`config.mk`:
```
export PLATFORM = sky130hd
export DESIGN_NAME = bcm_queue
export DESIGN_NICKNAME = d
export VERILOG_FILES = /design/src/sv/bcm_pkg.sv /design/src/sv/bcm_queue.sv
export SDC_FILE = /design/constraint.sdc
export NUM_CORES = 1
export LEC_CHECK = 0
export ABC_AREA = 1
export BUFFER_PORTS_ARGS = -buffer_cell sky130_fd_sc_hd__buf_2
export CAP_MARGIN = 20
export CORE_AREA = 2 2 353 355
export DETAILED_ROUTE_END_ITERATION = 7
export DIE_AREA = 0 0 355 357
export PLACE_DENSITY = 0.44
export SLEW_MARGIN = 20
export SYNTH_ARGS = -nofsm -noshare
export SYNTH_HDL_FRONTEND = slang
export SYNTH_SLANG_ARGS = --single-unit
```
`constraint.sdc`:
```
create_clock -name clk -period 43.9 [get_ports clk]
set_input_delay 4.39 -clock clk [delete_from_list [all_inputs] [get_ports clk]]
set_output_delay 4.39 -clock clk [all_outputs]
set_load 0.03 [all_outputs]
```
`src/sv/bcm_pkg.sv`:
```
// ----------------------------------------------------------------------------
// bcm_pkg
// Shared widths, metric codes and the job record for the classification
// metrics block.
// ----------------------------------------------------------------------------
package bcm_pkg;

  localparam int COUNT_WIDTH = 32;
  localparam int FRAC_BITS   = 16;

  localparam int SUM_W   = COUNT_WIDTH + 1;   // sum of two counts
  localparam int F1_W    = COUNT_WIDTH + 2;   // 2tp + fp + fn
  localparam int LIMBS   = 4;                 // product of four sums
  localparam int PROD_W  = LIMBS * SUM_W;
  localparam int ROOT_W  = PROD_W / 2;
  localparam int XY_W    = 2 * COUNT_WIDTH;
  localparam int DIV_W   = ROOT_W;
  localparam int RATIO_W = FRAC_BITS + 1;
  localparam int MCC_W   = FRAC_BITS + 2;
  localparam int NUM_METRICS = 10;

  localparam int QUEUE_DEPTH = 2;
  localparam int QPTR_W      = $clog2(QUEUE_DEPTH);
  localparam int QCNT_W      = $clog2(QUEUE_DEPTH + 1);

  localparam logic [RATIO_W-1:0] ONE_FX = {1'b1, {FRAC_BITS{1'b0}}};

  // metric codes, also the flag bit positions
  typedef enum logic [3:0] {
    M_SENS = 4'd0,
    M_SPEC = 4'd1,
    M_PREC = 4'd2,
    M_NPV  = 4'd3,
    M_FALL = 4'd4,
    M_FDR  = 4'd5,
    M_MISS = 4'd6,
    M_ACC  = 4'd7,
    M_F1   = 4'd8,
    M_MCC  = 4'd9
  } metric_t;

  typedef struct packed {
    logic [COUNT_WIDTH-1:0] tp;
    logic [COUNT_WIDTH-1:0] tn;
    logic [COUNT_WIDTH-1:0] fp;
    logic [COUNT_WIDTH-1:0] fn;
    logic [COUNT_WIDTH-1:0] p;
    logic [COUNT_WIDTH-1:0] n;
    logic [SUM_W-1:0]       tpfp;
    logic [SUM_W-1:0]       tpfn;
    logic [SUM_W-1:0]       tnfp;
    logic [SUM_W-1:0]       tnfn;
    logic [SUM_W-1:0]       acc_num;
    logic [SUM_W-1:0]       acc_den;
    logic [SUM_W-1:0]       f1_num;
    logic [F1_W-1:0]        f1_den;
  } job_t;

endpackage

```
`src/sv/bcm_queue.sv`:
```
// ----------------------------------------------------------------------------
// bcm_queue
// Short job queue between the front and the sequencer.
// ----------------------------------------------------------------------------
module bcm_queue import bcm_pkg::*; (
  input  logic clk,
  input  logic rst_n,
  input  logic push,
  input  job_t push_job,
  output logic full,
  input  logic pop,
  output logic empty,
  output job_t head
);

  job_t              mem_r [QUEUE_DEPTH];
  logic [QPTR_W-1:0] wr_ptr_r, rd_ptr_r;
  logic [QCNT_W-1:0] count_r;

  assign full  = (count_r == QCNT_W'(QUEUE_DEPTH));
  assign empty = (count_r == '0);
  assign head  = mem_r[rd_ptr_r];

  function automatic logic [QPTR_W-1:0] next_ptr(input logic [QPTR_W-1:0] ptr);
    next_ptr = (ptr == QPTR_W'(QUEUE_DEPTH - 1)) ? '0 : ptr + 1'b1;
  endfunction

  always_ff @(posedge clk) begin
    if (!rst_n) begin
      wr_ptr_r <= '0;
      rd_ptr_r <= '0;
      count_r  <= '0;
    end else begin
      if (push) begin
        mem_r[wr_ptr_r] <= push_job;
        wr_ptr_r        <= next_ptr(wr_ptr_r);
      end
      if (pop) begin
        rd_ptr_r <= next_ptr(rd_ptr_r);
      end
      if (push && !pop) begin
        count_r <= count_r + 1'b1;
      end else if (pop && !push) begin
        count_r <= count_r - 1'b1;
      end
    end
  end

endmodule

```
=== Word level (Yosys, flattened, before mapping) ===
Memories as Yosys holds them, arrays and structs flattened. A register that Yosys moved wholly into a read port is not among the register bits.
Cells that the tools add are included.

* $add $sub $neg: 4
* Equality and inequality tests: 1
* Reductions and logical operators: 6
* Mux-type cells: 9

{| class="wikitable"
|+ Operators with widths
! operator !! number
|-
| 1-bit two-way mux || 7
|-
| 2-bit two-way mux || 2
|-
| 1-bit adder (second input constant) || 2
|-
| 2-bit by 1-bit adder with 2-bit output (second input constant) || 1
|-
| 2-bit == test (second input constant) || 1
|-
| 1-bit logical AND || 2
|-
| 1-bit zero test || 2
|-
| 2-bit zero test || 1
|-
| 2-bit nonzero test || 1
|-
| 2-bit by 1-bit subtractor with 2-bit output (second input constant) || 1
|}

* Input bits: 461
* Register bits after elaboration: 4
* Memories kept: 1
* Word-level logic and storage cells: 24
* Memory bits (writable): 914

{| class="wikitable"
|+ Memories
! memory !! depth !! bits a word !! rd ports !! clocked after Yosys merged registers in !! wr ports !! RTL line !! source
|-
| mem_r || 2 || 457 || 1 || 1 || 1 || bcm_queue.sv:16 || <nowiki>job_t mem_r [QUEUE_DEPTH];</nowiki>
|}

=== Longest topological paths before layout ===
Gate-level depths: netlist (run 1).

* Word-level depth: 4
* Gate-level depth with buffers: 8
* Mapped depth without buffers: 8

=== Least setup slack after synthesis (run 1) ===
OpenSTA, ideal clock, no wires.

* Kind: input -> register
* Start: input port rst_n
* End: memory mem_r[1][0] (netlist name), enable pin
* Buffers on the path: 0
* Slack: 6.932 ns
* Cell stages on the path: 2
* Arrival: 35.131 ns
* Library setup time: 1.837 ns
* Cells stage by stage: inv_1 nor3_1

* Cells in the longest elaborated chain, start to end: 2

{| class="wikitable"
|+ Ends and longest elaborated chain
! item !! RTL line !! source
|-
| from (decl) || bcm_queue.sv:7 || <nowiki>input logic rst_n,</nowiki>
|-
| 1-bit two-way mux || bcm_queue.sv:29 || <nowiki>if (!rst_n) begin</nowiki>
|-
| 1-bit two-way mux (not written as such) || bcm_queue.sv:35 || <nowiki>mem_r[wr_ptr_r] <= push_job;</nowiki>
|-
| to (decl) || bcm_queue.sv:16 ||
|}

No other way between the ends.

==> results of run 1 <==
==> state kept, by name, summed over array words and instances (netlist names), named ones only <==
register	cells
wr_ptr_r	1
count_r	2
mem_r	914
rd_ptr_r	1
==> cells in the mapped netlist <==
cell	n
nor3_1	1
a21oi_1	2
xnor2_1	1
edfxtp_1	914
nor2_1	6
buf_12	3
buf_8	11
ha_1	1
mux2_4	430
nand2_1	6
buf_6	35
dfxtp_1	5
nand3_1	1
o21ai_0	1
buf_2	2
inv_1	9
mux2_2	27
nand4_1	1
==> stage by stage <==
stage | setup slack [ns] | std cells | utilization, %
after floorplan | 6.932 | 1456 | -
after global placement | 35.82 | 3975 | 33.57
after detailed placement | 35.68 | 3975 | 33.57
after CTS | 35.20 | 4163 | 36.20
after global routing | 35.12 | 4169 | 36.21
final | 35.32 | 4182 | 36.24
==> layer usage <==
layer | global-route usage [%] | share of wire [%] | vias up
met5 | 0 | 0.38 | -
met1 | 13.39 | 34 | 8636
li1 | - | - | 7835
met4 | 5.254 | 2.9 | 50
met3 | 6.102 | 10 | 197
met2 | 24.84 | 53 | 688
==> worst min path at each step <==
stage,cells past startpoint,endpoint,slack [ns],startpoint
global placement,2,wr_ptr_r,0.46,wr_ptr_r
floorplan,2,wr_ptr_r,0.44,wr_ptr_r
global route,2,wr_ptr_r,0.51,wr_ptr_r
finish,2,wr_ptr_r,0.49,wr_ptr_r
detailed placement,2,wr_ptr_r,0.48,wr_ptr_r
CTS,2,wr_ptr_r,0.49,wr_ptr_r
==> power by group <==
part / switching [mW] / internal [mW] / total [mW]
Sequential: 0.00897 / 0.999 / 1.01
Combinational: 0.159 / 0.102 / 0.261
Clock: 0.340 / 0.479 / 0.819
==> critical path: stages (launching register included) <==
cell	delay [ns]
dfxtp_4	0.97
buf_4	0.91
buf_12	0.72
mux2_4	0.35
buf_2	0.19
==> kinds of logic (layout without fill, tap and decap cells) <==
group           Yosys count  in the layout  synth area share [%]
simple gates             15             15                0.1748
other cells               0             19                     0
flops                   919            919                 78.55
compound gates            3              3               0.04280
buf+inv                  60           1130                 1.891
fa+ha+maj                 1              1               0.03567
mux                     457            457                 19.28
xor+xnor                  1              1               0.02498
==> area by class of cell <==
class                      count  area (um^2)
antenna                       19        47.55
clock inverter                58        474.2
sequential                   919        27550
clock buffer                 130         2764
tap                         1637         2048
inverter                       9        33.78
timing repair buffer         933         4780
multi-input combinational    477         6870
fill                       11693        78420
==> flow_metrics.env, run 1 <==
export IMPL_status="completed"
export IMPL_finalSetupTns_ns=0
export IMPL_synthDistinctLibCells=18
export IMPL_htreeDepth=3
export IMPL_wl_um=90070
export IMPL_ant_nets=0
export IMPL_io_pins=920
export IMPL_start_kind="flip-flop"
export IMPL_cts_resized=0
export IMPL_cts_sinks=919
export IMPL_peakVddDrop_v=0.00003160
export IMPL_p_leak_nw=17.12
export IMPL_grt_first_pass_wirelength_um=125100
export IMPL_worstSkewPairLatency_ns=0.69
export IMPL_cts_buffer_depth=3
export IMPL_path_class="reg2out"
export IMPL_power_density_nw_per_um2=46.85
export IMPL_r2r_cells=6
export IMPL_drc_errors=0
export IMPL_syn_nets=1918
export IMPL_start_util_pct=28.51
export IMPL_antenna_found_initial=59
export IMPL_drv_slew=0
export IMPL_critPathCapture="head[274]"
export IMPL_rsz0062_at_grt="false"
export IMPL_hp_class="reg2reg"
export IMPL_vias_per_cell=4.162
export IMPL_cts_root_buf="clkbuf_16"
export IMPL_nets=2906
export IMPL_ys_ff_latch=919
export IMPL_grt_max_degree=172
export IMPL_fin_area_um2=44570
export IMPL_syn_area_um2=35070
export IMPL_holdWs_ns=0.4881
export IMPL_rows=129
export IMPL_post_synth_top_area_cell="edfxtp_1"
export IMPL_yosysSeqAreaShare_pct=78.55
export IMPL_critPathMaxFanout=119
export IMPL_cts_buffers=104
export IMPL_drive_gt1_share_pct=60.49
export IMPL_dieHeight_um=357
export IMPL_routabilityCongestion=0.7739
export IMPL_syn_inst=1456
export IMPL_io_buffers=919
export IMPL_clock_fmax_ghz=0.1166
export IMPL_dp_hpwl_um=62640
export IMPL_placed_area_um2=41280
export IMPL_wl_per_cell_um=21.54
export IMPL_crit_required_ns=39.51
export IMPL_fin_crit_sh_pct=19.54
export IMPL_layout_common_cells="buf_2, edfxtp_1, mux2_4"
export IMPL_crit_arrival_ns=4.19
export IMPL_worst_pin_slew_ns=1.151
export IMPL_die_width_um=355
export IMPL_synth_top_cell_area_share_pct=78.27
export IMPL_power_mw=2.088
export IMPL_fin_crit_ns=8.578
export IMPL_rrSetupSlack_ns=39.91
export IMPL_grt_pass1_vias=18557
export IMPL_synth_area_top_cells="edfxtp_1, mux2_4, buf_6"
export IMPL_vias=17406
export IMPL_dr_pass1_iters=4
export IMPL_slew_headroom_pct=23.27
export IMPL_setup_viol=0
export IMPL_fin_skew_ns=0.02063
export IMPL_synthesis_yosys_warnings=0
export IMPL_grt_overflow_total=0
export IMPL_clk_pin_slew_ns=0.06
export IMPL_cp_end_kind="primary output"
export IMPL_r2r_end="mem_r[0][203]"
export IMPL_synth_avg_cell_area_um2=24.08
export IMPL_layout_commonest_cell="buf_2"
export IMPL_hold_buffers=0
export IMPL_cts_tree="built"
export IMPL_hold_violations=0
export IMPL_core_area_um2=123000
export IMPL_grt_usage_pct=13.60
export IMPL_postCtsSetupBuffers=0
export IMPL_syn_to_final_growth_pct=27.09
export IMPL_drv_cap=0
export IMPL_die_area_um2=126700
export IMPL_drt_iter0_drc=931
export IMPL_worst_r2r_startpoint="wr_ptr_r"
Power figures use the tool's default switching activity.
==> run 2: changes to the inputs <==
Settings changed: PLACE_DENSITY 0.44 to 0.46.
Clock period 43.9 ns to 7.2 ns, I/O delays scaled along.
==> run 2 against run 1 <==
Against the previous run: final cell count grew 0.14%; power grew to 6.2 times the previous value; combinational power grew to 6.1 times the previous value; register-to-register slack lost 35 ns; global-route usage is essentially flat; count of clock-buffer cells in the layout shrank 3; routed wire length grew 0.51%; setup slack lost 32 ns; clock power grew to 6.2 times the previous value; die area is the same; non-clock buffer count grew 8; sequential share of layout area shrank 0.21 points; critical endpoint is now head[142].
==> flow_metrics.env, run 2 (synthesis gave the netlist of run 1 again) <==
export IMPL_status="completed"
export IMPL_cts_resized=0
export IMPL_wl_um=90530
export IMPL_largest_reg_flops=914
export IMPL_swShare_pct=24.42
export IMPL_power_internal_mw=9.709
export IMPL_fin_crit_ns=4.146
export IMPL_die_width_um=355
export IMPL_io_buffers=919
export IMPL_syn_to_final_growth_pct=27.52
export IMPL_top_register="mem_r"
export IMPL_wl_per_cell_um=21.62
export IMPL_fill_cells=11633
export IMPL_drt_iter0_drc=932
export IMPL_hold_buffers=0
export IMPL_cts_tree="built"
export IMPL_postCtsSetupBuffers=0
export IMPL_grt_max_degree=148
export IMPL_vias_per_cell=4.167
export IMPL_layout_common_cells="buf_2, edfxtp_1, mux2_4"
export IMPL_start_util_pct=28.51
export IMPL_fin_crit_sh_pct=57.58
export IMPL_pwr_share_comb_pct=12.4
export IMPL_pwr_share_clk_pct=39.7
export IMPL_drc_errors=0
export IMPL_seqPwrFrac_pct=47.9
export IMPL_rows=129
export IMPL_htreeDepth=3
export IMPL_io_pins=920
export IMPL_crit_required_ns=6.48
export IMPL_layout_commonest_cell="buf_2"
export IMPL_clock_fmax_ghz=0.2412
export IMPL_hold_violations=0
export IMPL_ant_nets=0
export IMPL_hold_start="push_job[143]"
export IMPL_grt_overflow_total=0
export IMPL_worst_pin_slew_ns=1.234
export IMPL_clk_pin_slew_ns=0.07
export IMPL_regArea_um2=27550
export IMPL_fin_area_um2=44720
export IMPL_switchingPower_mw=3.137
export IMPL_dp_hpwl_um=64350
export IMPL_holdWs_ns=0.1982
export IMPL_die_area_um2=126700
export IMPL_drv_cap=0
export IMPL_placed_area_um2=41400
export IMPL_peakVddDrop_v=0.0001815
export IMPL_grt_pass1_vias=18651
export IMPL_start_kind="flip-flop"
export IMPL_critPathMaxFanout=50
export IMPL_setup_viol=0
export IMPL_cts_buffers=103
export IMPL_cts_sinks=919
export IMPL_cts_root_buf="clkbuf_16"
export IMPL_vias=17451
export IMPL_reg_top3="mem_r: 914 flops, count_r: 2 flops"
export IMPL_cts_buffer_depth=3
export IMPL_crit_arrival_ns=3.43
export IMPL_worst_r2r_startpoint="wr_ptr_r"
export IMPL_p_leak_nw=17.21
export IMPL_core_area_um2=123000
export IMPL_cp_end_kind="primary output"
export IMPL_dr_pass1_iters=5
export IMPL_rsz0062_at_grt="false"
export IMPL_grt_usage_pct=13.64
export IMPL_drive_gt1_share_pct=60.99
export IMPL_multi_input_area_um2=6877
export IMPL_routabilityCongestion=0.8153
export IMPL_fin_skew_ns=0.02053
export IMPL_worstSkewPairLatency_ns=0.69
export IMPL_slew_headroom_pct=17.73
export IMPL_nets=2913
export IMPL_path_class="reg2out"
export IMPL_grt_first_pass_wirelength_um=125400
export IMPL_hp_class="in2reg"
export IMPL_antenna_found_initial=55
export IMPL_drv_slew=0
export IMPL_power_density_nw_per_um2=287.3
export IMPL_power_mw=12.85
export IMPL_dieHeight_um=357
-- run 2: changes by cell type in the layout (fill, tap and decap cells not counted), moves of 3 or more --
cell / previous run / this run
buf_12: 6 / 10
buf_4: 8 / 12
bufinv_16: 6 / 10
clkbuf_16: 107 / 103
clkinv_1: 30 / 20
clkinv_2: 14 / 19
diode_2: 19 / 16
inv_6: 1 / 6
-- run 2: area by class of cell --
| cell class | count | area share (%) |
|---|---|---|
| diodes | 16 | 0.08954 |
| flip-flops and latches | 919 | 61.61 |
| clock inverters | 62 | 1.365 |
| clock buffers | 127 | 5.965 |
| inverters | 9 | 0.07555 |
| repair buffers | 941 | 10.93 |
| multi-input cells | 477 | 15.38 |
| well taps | 1637 | 4.580 |
-- run 2: final timing paths --
kind	end	slack, ns	depth (start not counted)
setup / recovery	head[142]	3.05	4
hold reg to reg	wr_ptr_r	0.49	2
hold / removal	mem_r[0][143]	0.20	1
setup reg to reg	mem_r[0][142]	4.44	5
-- run 2: worst max-delay path, cell delays in order, from the launching register on --
cell	delay, ns
dfxtp_4	1.02
buf_12	0.36
buf_4	0.65
mux2_4	0.35
buf_2	0.18
-- run 2: power by group through the flow --
stage	registers [mW]	clock network, mW	logic, mW
3_3_place_gp	6.26	0	1.61
3_5_place_dp	6.26	0	1.62
2_1_floorplan	6.28	0	1.13
6_report	6.15	5.10	1.60
4_1_cts	6.15	5.28	1.63
5_1_grt	6.16	5.47	1.68
-- run 2: through the flow --
step | cells | utilization, % | setup slack, ns | setup TNS (ns)
2_1_floorplan | 1456 | - | -4.897 | -2626.24
3_3_place_gp | 3983 | 33.66 | 3.776 | 0
3_5_place_dp | 3983 | 33.66 | 3.750 | 0
4_1_cts | 4172 | 36.33 | 2.944 | 0
5_1_grt | 4183 | 36.35 | 2.842 | 0
6_report | 4188 | 36.36 | 3.054 | 0
-- run 2: routing by layer --
metal | routed length, um | vias up | part of all wire (%) | global-route usage, %
li1 | - | 7847 | - | -
met5 | 397 | - | 0.44 | 0
met1 | 31140 | 8660 | 34 | 13.62
met2 | 46440 | 677 | 51 | 23.98
met4 | 3056 | 58 | 3.4 | 5.475
met3 | 9502 | 209 | 10 | 6.944
