### src/sv/bcm_pkg.sv
// ----------------------------------------------------------------------------
// bcm_pkg
// Shared widths, metric codes and the job record for the classification
// metrics block.
// ----------------------------------------------------------------------------
package bcm_pkg;

  localparam int COUNT_WIDTH = 32;
  localparam int FRAC_BITS   = 16;

  localparam int SUM_W   = COUNT_WIDTH + 1;   // sum of two counts
  localparam int F1_W    = COUNT_WIDTH + 2;   // 2tp + fp + fn
  localparam int LIMBS   = 4;                 // product of four sums
  localparam int PROD_W  = LIMBS * SUM_W;
  localparam int ROOT_W  = PROD_W / 2;
  localparam int XY_W    = 2 * COUNT_WIDTH;
  localparam int DIV_W   = ROOT_W;
  localparam int RATIO_W = FRAC_BITS + 1;
  localparam int MCC_W   = FRAC_BITS + 2;
  localparam int NUM_METRICS = 10;

  localparam int QUEUE_DEPTH = 2;
  localparam int QPTR_W      = $clog2(QUEUE_DEPTH);
  localparam int QCNT_W      = $clog2(QUEUE_DEPTH + 1);

  localparam logic [RATIO_W-1:0] ONE_FX = {1'b1, {FRAC_BITS{1'b0}}};

  // metric codes, also the flag bit positions
  typedef enum logic [3:0] {
    M_SENS = 4'd0,
    M_SPEC = 4'd1,
    M_PREC = 4'd2,
    M_NPV  = 4'd3,
    M_FALL = 4'd4,
    M_FDR  = 4'd5,
    M_MISS = 4'd6,
    M_ACC  = 4'd7,
    M_F1   = 4'd8,
    M_MCC  = 4'd9
  } metric_t;

  typedef struct packed {
    logic [COUNT_WIDTH-1:0] tp;
    logic [COUNT_WIDTH-1:0] tn;
    logic [COUNT_WIDTH-1:0] fp;
    logic [COUNT_WIDTH-1:0] fn;
    logic [COUNT_WIDTH-1:0] p;
    logic [COUNT_WIDTH-1:0] n;
    logic [SUM_W-1:0]       tpfp;
    logic [SUM_W-1:0]       tpfn;
    logic [SUM_W-1:0]       tnfp;
    logic [SUM_W-1:0]       tnfn;
    logic [SUM_W-1:0]       acc_num;
    logic [SUM_W-1:0]       acc_den;
    logic [SUM_W-1:0]       f1_num;
    logic [F1_W-1:0]        f1_den;
  } job_t;

endpackage

### src/sv/bcm_front.sv
// ----------------------------------------------------------------------------
// bcm_front
// Forms all sums that the ratios and the Matthews denominator need.
// ----------------------------------------------------------------------------
module bcm_front import bcm_pkg::*; (
  input  logic [COUNT_WIDTH-1:0] true_pos,
  input  logic [COUNT_WIDTH-1:0] true_neg,
  input  logic [COUNT_WIDTH-1:0] false_pos,
  input  logic [COUNT_WIDTH-1:0] false_neg,
  input  logic [COUNT_WIDTH-1:0] actual_pos,
  input  logic [COUNT_WIDTH-1:0] actual_neg,
  output job_t                   job
);

  always_comb begin
    job.tp      = true_pos;
    job.tn      = true_neg;
    job.fp      = false_pos;
    job.fn      = false_neg;
    job.p       = actual_pos;
    job.n       = actual_neg;
    job.tpfp    = SUM_W'(true_pos) + SUM_W'(false_pos);
    job.tpfn    = SUM_W'(true_pos) + SUM_W'(false_neg);
    job.tnfp    = SUM_W'(true_neg) + SUM_W'(false_pos);
    job.tnfn    = SUM_W'(true_neg) + SUM_W'(false_neg);
    job.acc_num = SUM_W'(true_pos) + SUM_W'(true_neg);
    job.acc_den = SUM_W'(actual_pos) + SUM_W'(actual_neg);
    job.f1_num  = {true_pos, 1'b0};
    job.f1_den  = {1'b0, true_pos, 1'b0} + F1_W'(false_pos) + F1_W'(false_neg);
  end

endmodule

### config.mk
export PLATFORM = sky130hd
export DESIGN_NAME = bcm_front
export DESIGN_NICKNAME = d
export VERILOG_FILES = /design/src/sv/bcm_pkg.sv /design/src/sv/bcm_front.sv
export SDC_FILE = /design/constraint.sdc
export NUM_CORES = 1
export LEC_CHECK = 0
export BUFFER_PORTS_ARGS = -buffer_cell sky130_fd_sc_hd__buf_2
export CAP_MARGIN = 15
export CORE_AREA = 3 3 249 251
export DETAILED_ROUTE_END_ITERATION = 10
export DIE_AREA = 0 0 252 254
export SYNTH_ARGS = -nofsm -noshare
export SYNTH_HDL_FRONTEND = slang
export SYNTH_SLANG_ARGS = --single-unit
### constraint.sdc
create_clock -name vclk -period 5.3
set_clock_uncertainty 0.2 [all_clocks]
set_input_delay 0 -clock vclk [all_inputs]
set_output_delay 0 -clock vclk [all_outputs]
set_load 0.02 [all_outputs]
[Yosys cells after proc, flatten, opt, wreduce, memory -nomap -nowiden]
Index checks and enable logic that the tools add are counted.
Storage, ports and cells
  register bits after elaboration: 0
  input bits: 192
  output and inout port bits: 457
  logic and storage cells: 8
Operators by class
  add/subtract/negate cells: 8
Operators with widths (number)
  32-bit by 32-bit adder with 33-bit output: 6
  33-bit by 32-bit adder with 34-bit output: 1
  34-bit by 32-bit adder with 34-bit output: 1

[Longest topological paths before layout]
Gate-level depths: netlist of the first run.
  word-level depth: 2
  mapped depth: 14
  depth with buffers taken out: 14

[Least setup slack after synthesis of the first run]
OpenSTA, ideal clock, no wires.
  kind: in2out
  start point: input port true_pos[0]
  end point: output port job[33] in the netlist's numbering
  data arrival time: 3095 ps
  required time: 5100 ps
  setup slack: 2005 ps
  stages on the path: 14
  path buffers: 0
  cell sequence: inv_1 fa_1 inv_1 ha_1 fa_1 a211oi_1 o21ai_0 a22oi_1 o211ai_1 a21oi_1 o21ai_1 a311oi_1 o21ai_0 a21o_1
RTL lines
  from (decl): line bcm_front.sv:6  | input logic [COUNT_WIDTH-1:0] true_pos,
  to (decl): line bcm_front.sv:12  | output job_t job

==> results of run 1 <==
cell usage after synthesis (3+ instances only):
library cell,instances,area (um^2)
a21boi_0,5,37.5
nand3_1,52,260
a21oi_1,181,906
inv_1,54,203
mux2i_1,3,30.0
and3_1,26,163
a41oi_1,8,70.1
nor2b_1,19,119
a31oi_1,20,125
a211o_1,7,61.3
nor2_1,90,338
and4_1,3,26.3
o21ai_0,83,415
or3_1,5,31.3
buf_4,225,1690
a211oi_1,17,128
or2_2,3,18.8
o211a_1,3,30.0
xnor2_1,139,1220
a311oi_1,4,35.0
fa_1,38,761
and2_1,12,75.1
o22ai_1,5,31.3
o21ai_1,10,50.1
o21bai_1,34,255
xor2_1,57,499
ha_1,225,2820
nor4_1,6,37.5
nor3_1,16,80.1
o211ai_1,13,97.6
o31ai_1,7,52.6
o21a_1,24,180
clkbuf_1,25,93.8
a31o_2,4,35.0
a221oi_1,4,35.0
a21o_1,131,983
a21oi_2,5,43.8
nand2_1,91,342
o31a_1,6,52.6
a221o_1,4,40.0
nand2b_1,23,144
nand4_1,17,106
logic make-up (layout without fill, tap and decap cells):
family,after synthesis,after routing,share of synthesized area [%]
adders and majority gates,263,263,27.1
buffers and inverters,305,704,15.1
other,1,3,0.0284
AOI/OAI and AO/OA,613,613,31.0
xor gates and xnor gates,196,196,13.0
muxes,3,3,0.227
and+or+nand+nor,370,370,13.6
power by group:
part	internal [mW]	switching [mW]	total (mW)	leakage [nW]
Combinational	1.17	2.22	3.39	8.14
Clock	0.0000000511	0	0.0000000511	0.0000127
Sequential	0	0	0	0
per-stage QoR:
stage               total power [mW]  setup slack (ns)
floorplan                       2.26              2.01
global placement                3.40             0.989
detailed placement              3.39              1.00
CTS                             3.41             0.956
global route                    3.67             0.582
finish                          3.39             0.927
metal layers:
layer | wire length (um) | track usage (%)
met3 | 5050 | 2.91
met5 | 17 | 0
met2 | 32000 | 33.9
met4 | 1440 | 3.39
met1 | 27400 | 24.2
cell type report:
cell class	count	area share (%)
repair buffers	650	20.8
inverters	54	1.29
diodes	2	0.0319
well taps	782	6.24
multi-input cells	1446	71.6
path summary, 6_finish.rpt:
| kind | start | endpoint | slack [ns] | cells after the start |
|---|---|---|---|---|
| hold / removal | actual_neg[6] | job[271] | 0.04 | 2 |
| setup / recovery | false_pos[1] | job[33] | 0.93 | 16 |
==> impl_metrics.yaml, run 1 <==
outcome:
  status: "finished, final reports clean"
layout:
  layout_commonest_cell: "buf_2"
  nets: 2607
  final_cell_mix: "buf_2 (648), ha_1 (225), a21oi_1 (181)"
  syn_to_final_growth_pct: 18.6
  n_fill_cell: 6741
  layout-drive-gt1-share_pct: 31.3
  multi_input_area_um2: 11200
  finish.instance_area_um2: 15700
  nFlopsAndLatches: 0
  final_cell_count_no_fill: 2934
  seq_area_um2: 0
  nClkBuffers: 0
  utilization_pct: 26.1
floorplanning:
  io-pin-count: 649
  start_util_pct: 22.0
  core-area_um2: 60100
  die_area_um2: 64000
  rows: 90
  fp.dieH_um: 254
  die_width_um: 252
timing:
  period_needed_ns: 4.37
  slew_headroom_pct: 41.3
  hold_viol: 0
  fin_hold_ws_ns: 0.0361
  setup_viol: 0
  rsz0062_at_grt: "no"
  final_max_slew_viol_count: 0
  tightestPinTransition_ns: 0.871
  finalSetupTns_ns: 0
  fmax_mhz: 229
  fin_crit_sh_pct: 82.5
worst_setup_path:
  path_cells: "buf_2 > inv_1 > fa_1 > inv_1 > ha_1 > fa_1 > a211oi_1 > o21ai_0 > a22oi_1 > o211ai_1 > a21oi_1 > o21ai_1 > a311oi_1 > o21ai_0 > a21o_1 > buf_2"
  startpoint_type: "input port"
  worst-path-buf-inv: 4
  cp-end-kind: "output port"
  cp_top_family: "compound AO/OA/AOI/OAI gates"
  crit_type: "input port to output port"
  arrival_ns: 4.17
  slowest_delay_ns: 0.50
  cp_slowest_cell: "fa_1"
  required_ns: 5.10
  crit_fanout: 6
route:
  vias: 14500
  drc: 0
  dr.pass1.iters: 6
  wl_per_cell_um: 22.5
  drt-initial-drc-count: 1047
  viasPerCell: 4.96
  routed_wl_um: 65900
  ant_nets: 0
placement:
  numPortBuffers: 648
  place_inst: 2932
  gp_congestion: 0.957
  hpwl_um: 58400
  dpl_cell_area_um2: 15700
worst_hold_path:
  hold_path_class: "input port to output port"
synth:
  synth_seq_area_share_pct: 0
  synth_area_um2: 13200
  yosysWarnings: 0
  synth_fp_nets: 2206
  synthCells: 1751
  synth.distinct_cells: 76
  synth.avg_cell_area_um2: 7.55
pwr:
  leakagePower_nw: 8.14
  vdd.ir_drop.worst_v: 0.000203
  powerDensity_nw_per_um2: 216
clock_tree:
  cts_hold_buf: 0
  cts_setup_buffers: 0
  postCtsResizedCells: 0
global_routing:
  overflow: 0
  grt_pass1_wl_um: 89500
  antenna_found_initial: 6
  grt_max_degree: 11
  grt_pass1_vias: 12700
  grt_use_total_pct: 18.9
run:
  drv_cap: 0
Note: power is estimated with default switching activity, not from simulation.
==> run 2, diff against run 1 <==
- clock period: 5.3 -> 3.78 ns (I/O delays scaled with it)
==> impl_metrics.yaml, run 2 (synthesis results as in run 1) <==
route:
  wl_per_cell_um: 23.3
  drt-initial-drc-count: 1010
  drc: 0
  ant_nets: 0
  vias: 14800
  routed_wl_um: 69700
  dr.pass1.iters: 5
  viasPerCell: 4.94
timing:
  final_max_slew_viol_count: 0
  finalSetupTns_ns: 0
  fin_hold_ws_ns: 0.0357
  fin_crit_sh_pct: 96.7
  fmax_mhz: 274
  tightestPinTransition_ns: 0.830
  hold_viol: 0
  slew_headroom_pct: 44.1
  period_needed_ns: 3.66
  setup_viol: 0
pwr:
  seqPwrFrac_pct: 0
  internal_power_mw: 1.72
  vdd.ir_drop.worst_v: 0.000264
  power_switching_mw: 3.19
  powerDensity_nw_per_um2: 304
  swShare_pct: 64.9
  leakagePower_nw: 8.41
  clock_power_share_pct: 0
  combPwrFrac_pct: 100.0
  power.total_mw: 4.91
layout:
  syn_to_final_growth_pct: 22.2
  final_cell_mix: "buf_2 (647), ha_1 (224), a21oi_1 (179)"
  seq_area_um2: 0
  layout-drive-gt1-share_pct: 33.5
  nFlopsAndLatches: 0
  layout_commonest_cell: "buf_2"
  utilization_pct: 26.9
  nets: 2663
  finish.instance_area_um2: 16100
  nClkBuffers: 0
  n_fill_cell: 6770
clock_tree:
  cts_hold_buf: 0
worst_setup_path:
  required_ns: 3.58
  startpoint_type: "input port"
  slowest_delay_ns: 0.53
  cp_slowest_cell: "fa_1"
  crit_type: "input port to output port"
  cp-end-kind: "output port"
  arrival_ns: 3.46
  crit_fanout: 3
  path_cells: "buf_2 > inv_1 > fa_1 > inv_1 > ha_2 > fa_2 > a211oi_4 > o21ai_2 > a22oi_1 > buf_4 > o211ai_1 > a21oi_2 > o21ai_2 > a311oi_2 > buf_4 > o21ai_0 > a21o_1 > buf_2"
global_routing:
  grt_max_degree: 11
  grt_pass1_wl_um: 94700
  overflow: 0
  grt_use_total_pct: 20.2
  antenna_found_initial: 7
  grt_pass1_vias: 13500
placement:
  gp_congestion: 0.974
  numPortBuffers: 648
  dpl_cell_area_um2: 16100
  hpwl_um: 62800
outcome:
  status: "finished, final reports clean"
floorplanning:
  fp.dieH_um: 254
  start_util_pct: 22.0
  die_area_um2: 64000
  io-pin-count: 649
  core-area_um2: 60100
  die_width_um: 252
  rows: 90
worst_hold_path:
  hold_path_class: "input port to output port"
run:
  drv_cap: 0
run 2: critical path, delay by kind of cell:
family / cells / cell delay, ns
compound gates: 9 / 1.66
fa+ha+maj: 3 / 1.12
buf+inv: 6 / 0.66
run 2: metal layers:
metal  track usage, %  share of wire [%]  up-vias
met2             36.2                 48      727
met5                0                  0        -
met3             2.75                7.0       85
met1             25.0                 41     6814
li1                 -                  -     7165
met4             6.05                3.8        0
run 2: path summary, 6_finish.rpt:
check / startpoint / cells after the start / slack, ns / endpoint
worst max-delay path: true_pos[0] / 18 / 0.12 / job[33]
worst min-delay path: actual_neg[6] / 2 / 0.04 / job[271]
run 2: layout make-up:
class / instances / area, um^2 / area share (%)
Multi-Input combinational cell: 1446 / 11300 / 69.8
Timing Repair Buffer: 706 / 3680 / 22.8
Tap cell: 782 / 978 / 6.06
Inverter: 54 / 203 / 1.26
Antenna cell: 4 / 10.0 / 0.0620
run 2: power groups by stage:
stage / registers, mW / clock network [mW] / logic, mW
2_1_floorplan: 0 / 0 / 3.17
3_3_place_gp: 0 / 0 / 4.88
3_5_place_dp: 0 / 0 / 4.87
4_1_cts: 0 / 0 / 4.90
5_1_grt: 0 / 0.0000000711 / 5.30
6_report: 0 / 0.000000126 / 4.91
run 2: stage by stage:
step	setup WS, ns	std cells
3_5_place_dp	-0.0656	2985
5_1_grt	-0.0287	2990
6_report	0.125	2992
2_1_floorplan	0.485	1751
3_3_place_gp	-0.130	2985
4_1_cts	0.00180	2985
run 2: repair_timing:
| action | in CTS | in global routing |
|---|---|---|
| gates resized for setup | 2 | 13 |
| gates cloned | 0 | 0 |
| setup buffers | 0 | 3 |
| pin swaps | 1 | 8 |
| setup endpoints to repair | 3 | 7 |
==> run 3, diff against run 2 <==
- CELL_PAD_IN_SITES_DETAIL_PLACEMENT: not set -> 1
- CELL_PAD_IN_SITES_GLOBAL_PLACEMENT: not set -> 2
- CORE_AREA: 3 3 249 251 -> 2 2 250 252
- PLACE_DENSITY_LB_ADDON: not set -> 0.1
==> impl_metrics.yaml, run 3 (synthesis results as in run 1) <==
worst_setup_path:
  required_ns: 3.58
  arrival_ns: 3.46
  cp_top_family: "compound AO/OA/AOI/OAI gates"
  slowest_delay_ns: 0.43
  cp_slowest_cell: "a211o_1"
  cp-end-kind: "output port"
  worst-path-buf-inv: 3
  crit_type: "input port to output port"
  path_cells: "buf_2 > ha_1 > fa_1 > a21o_1 > a31oi_1 > o21ai_1 > a311oi_2 > buf_4 > o21ai_1 > a211o_1 > a221o_1 > a21oi_1 > xnor2_1 > buf_2"
  crit_fanout: 5
  startpoint_type: "input port"
placement:
  dpl_cell_area_um2: 16000
  gp_congestion: 0.863
  numPortBuffers: 648
  place_inst: 2987
  hpwl_um: 59900
timing:
  fmax_mhz: 273
  tightestPinTransition_ns: 0.672
  period_needed_ns: 3.66
  final_max_slew_viol_count: 0
  rsz0062_at_grt: "no"
  slew_headroom_pct: 54.7
  fin_crit_sh_pct: 96.9
  setup_viol: 0
  hold_viol: 0
layout:
  final_cell_mix: "buf_2 (646), ha_1 (225), a21oi_1 (178)"
  final_cell_count_no_fill: 2989
  nFlopsAndLatches: 0
  syn_to_final_growth_pct: 21.8
  nClkBuffers: 0
  nets: 2655
  finish.instance_area_um2: 16100
  seq_area_um2: 0
  layout-drive-gt1-share_pct: 33.3
  layout_commonest_cell: "buf_2"
global_routing:
  grt_busiest_layer: "met2"
  met2_usage_pct: 36.6
  grt_pass1_vias: 14900
  met1_usage_pct: 24.0
  grt_pass1_wl_um: 94800
  met3_usage_pct: 2.14
  grt_use_total_pct: 19.4
  antenna_found_initial: 1
  overflow: 0
  grt_max_degree: 11
worst_hold_path:
  min_to: "job[265]"
  hold_path_class: "input port to output port"
  whs_path_depth: 2
  hp-start: "actual_neg[0]"
route:
  viasPerCell: 4.86
  ant_nets: 0
  wl_per_cell_um: 22.2
  vias: 14500
  drt-initial-drc-count: 562
  drc: 0
  dr.pass1.iters: 5
  routed_wl_um: 66300
floorplanning:
  io-pin-count: 649
  die_width_um: 252
  start_util_pct: 21.6
  core-area_um2: 61300
  die_area_um2: 64000
  fp.dieH_um: 254
  rows: 91
run:
  drv_cap: 0
pwr:
  powerDensity_nw_per_um2: 304
  vdd.ir_drop.worst_v: 0.000117
  leakagePower_nw: 8.38
outcome:
  status: "finished, final reports clean"
==> run 3: changes by cell type in the layout (fill, tap and decap cells not counted), sizes merged <==
cell,before,now
diode,4,1
buf,706,698
==> run 3: cell type report <==
| class | count | area [um^2] |
|---|---|---|
| inverter | 54 | 203 |
| multi-input combinational | 1446 | 11300 |
| timing repair buffer | 698 | 3620 |
| tap | 790 | 988 |
| antenna | 1 | 2.50 |
| fill | 7576 | 45200 |
==> run 3: timing repair <==
action | CTS | global route
hold buffers | 0 | 0
gates resized for setup | 8 | 8
pin swaps | 3 | 7
setup endpoints to repair | 4 | 9
setup buffers | 0 | 1
hold endpoints to repair | 0 | 0
==> run 3: stage by stage <==
stage	util [%]	hold WS, ns	setup TNS [ns]	setup WS [ns]	power (mW)
4_1_cts	26.2	0.0427	0	0.0569	4.95
3_3_place_gp	26.2	0.0374	-0.740	-0.316	4.90
3_5_place_dp	26.2	0.0411	-0.827	-0.331	4.91
5_1_grt	26.3	0.0453	0	0.000444	5.30
2_1_floorplan	-	-0.0874	0	0.485	3.17
6_report	26.3	0.0395	0	0.116	4.89
==> run 3: routing by layer <==
metal  wire [um]  vias up  share of wire (%)
met2       33900      363                 51
met4         978        0                1.5
met5           0        -                  0
li1            -     7114                  -
met1       28400     7008                 43
met3        3050       33                4.6
==> run 3: how the worst max path moves through the flow <==
stage                     start  cells after the start  endpoint
finish              true_neg[0]                     14  job[192]
floorplan           true_pos[0]                     14   job[33]
global placement    true_pos[0]                     17   job[33]
global route        true_neg[0]                     14  job[192]
CTS                 true_pos[0]                     17   job[33]
detailed placement  true_pos[0]                     17   job[33]
==> run 3: where the power goes <==
group | leakage, nW | internal, mW | total (mW) | switching [mW]
Clock | 0.00000634 | 0.0000000354 | 0.0000000354 | 0
Combinational | 8.38 | 1.73 | 4.89 | 3.16
Sequential | 0 | 0 | 0 | 0
Total | 8.38 | 1.73 | 4.89 | 3.16
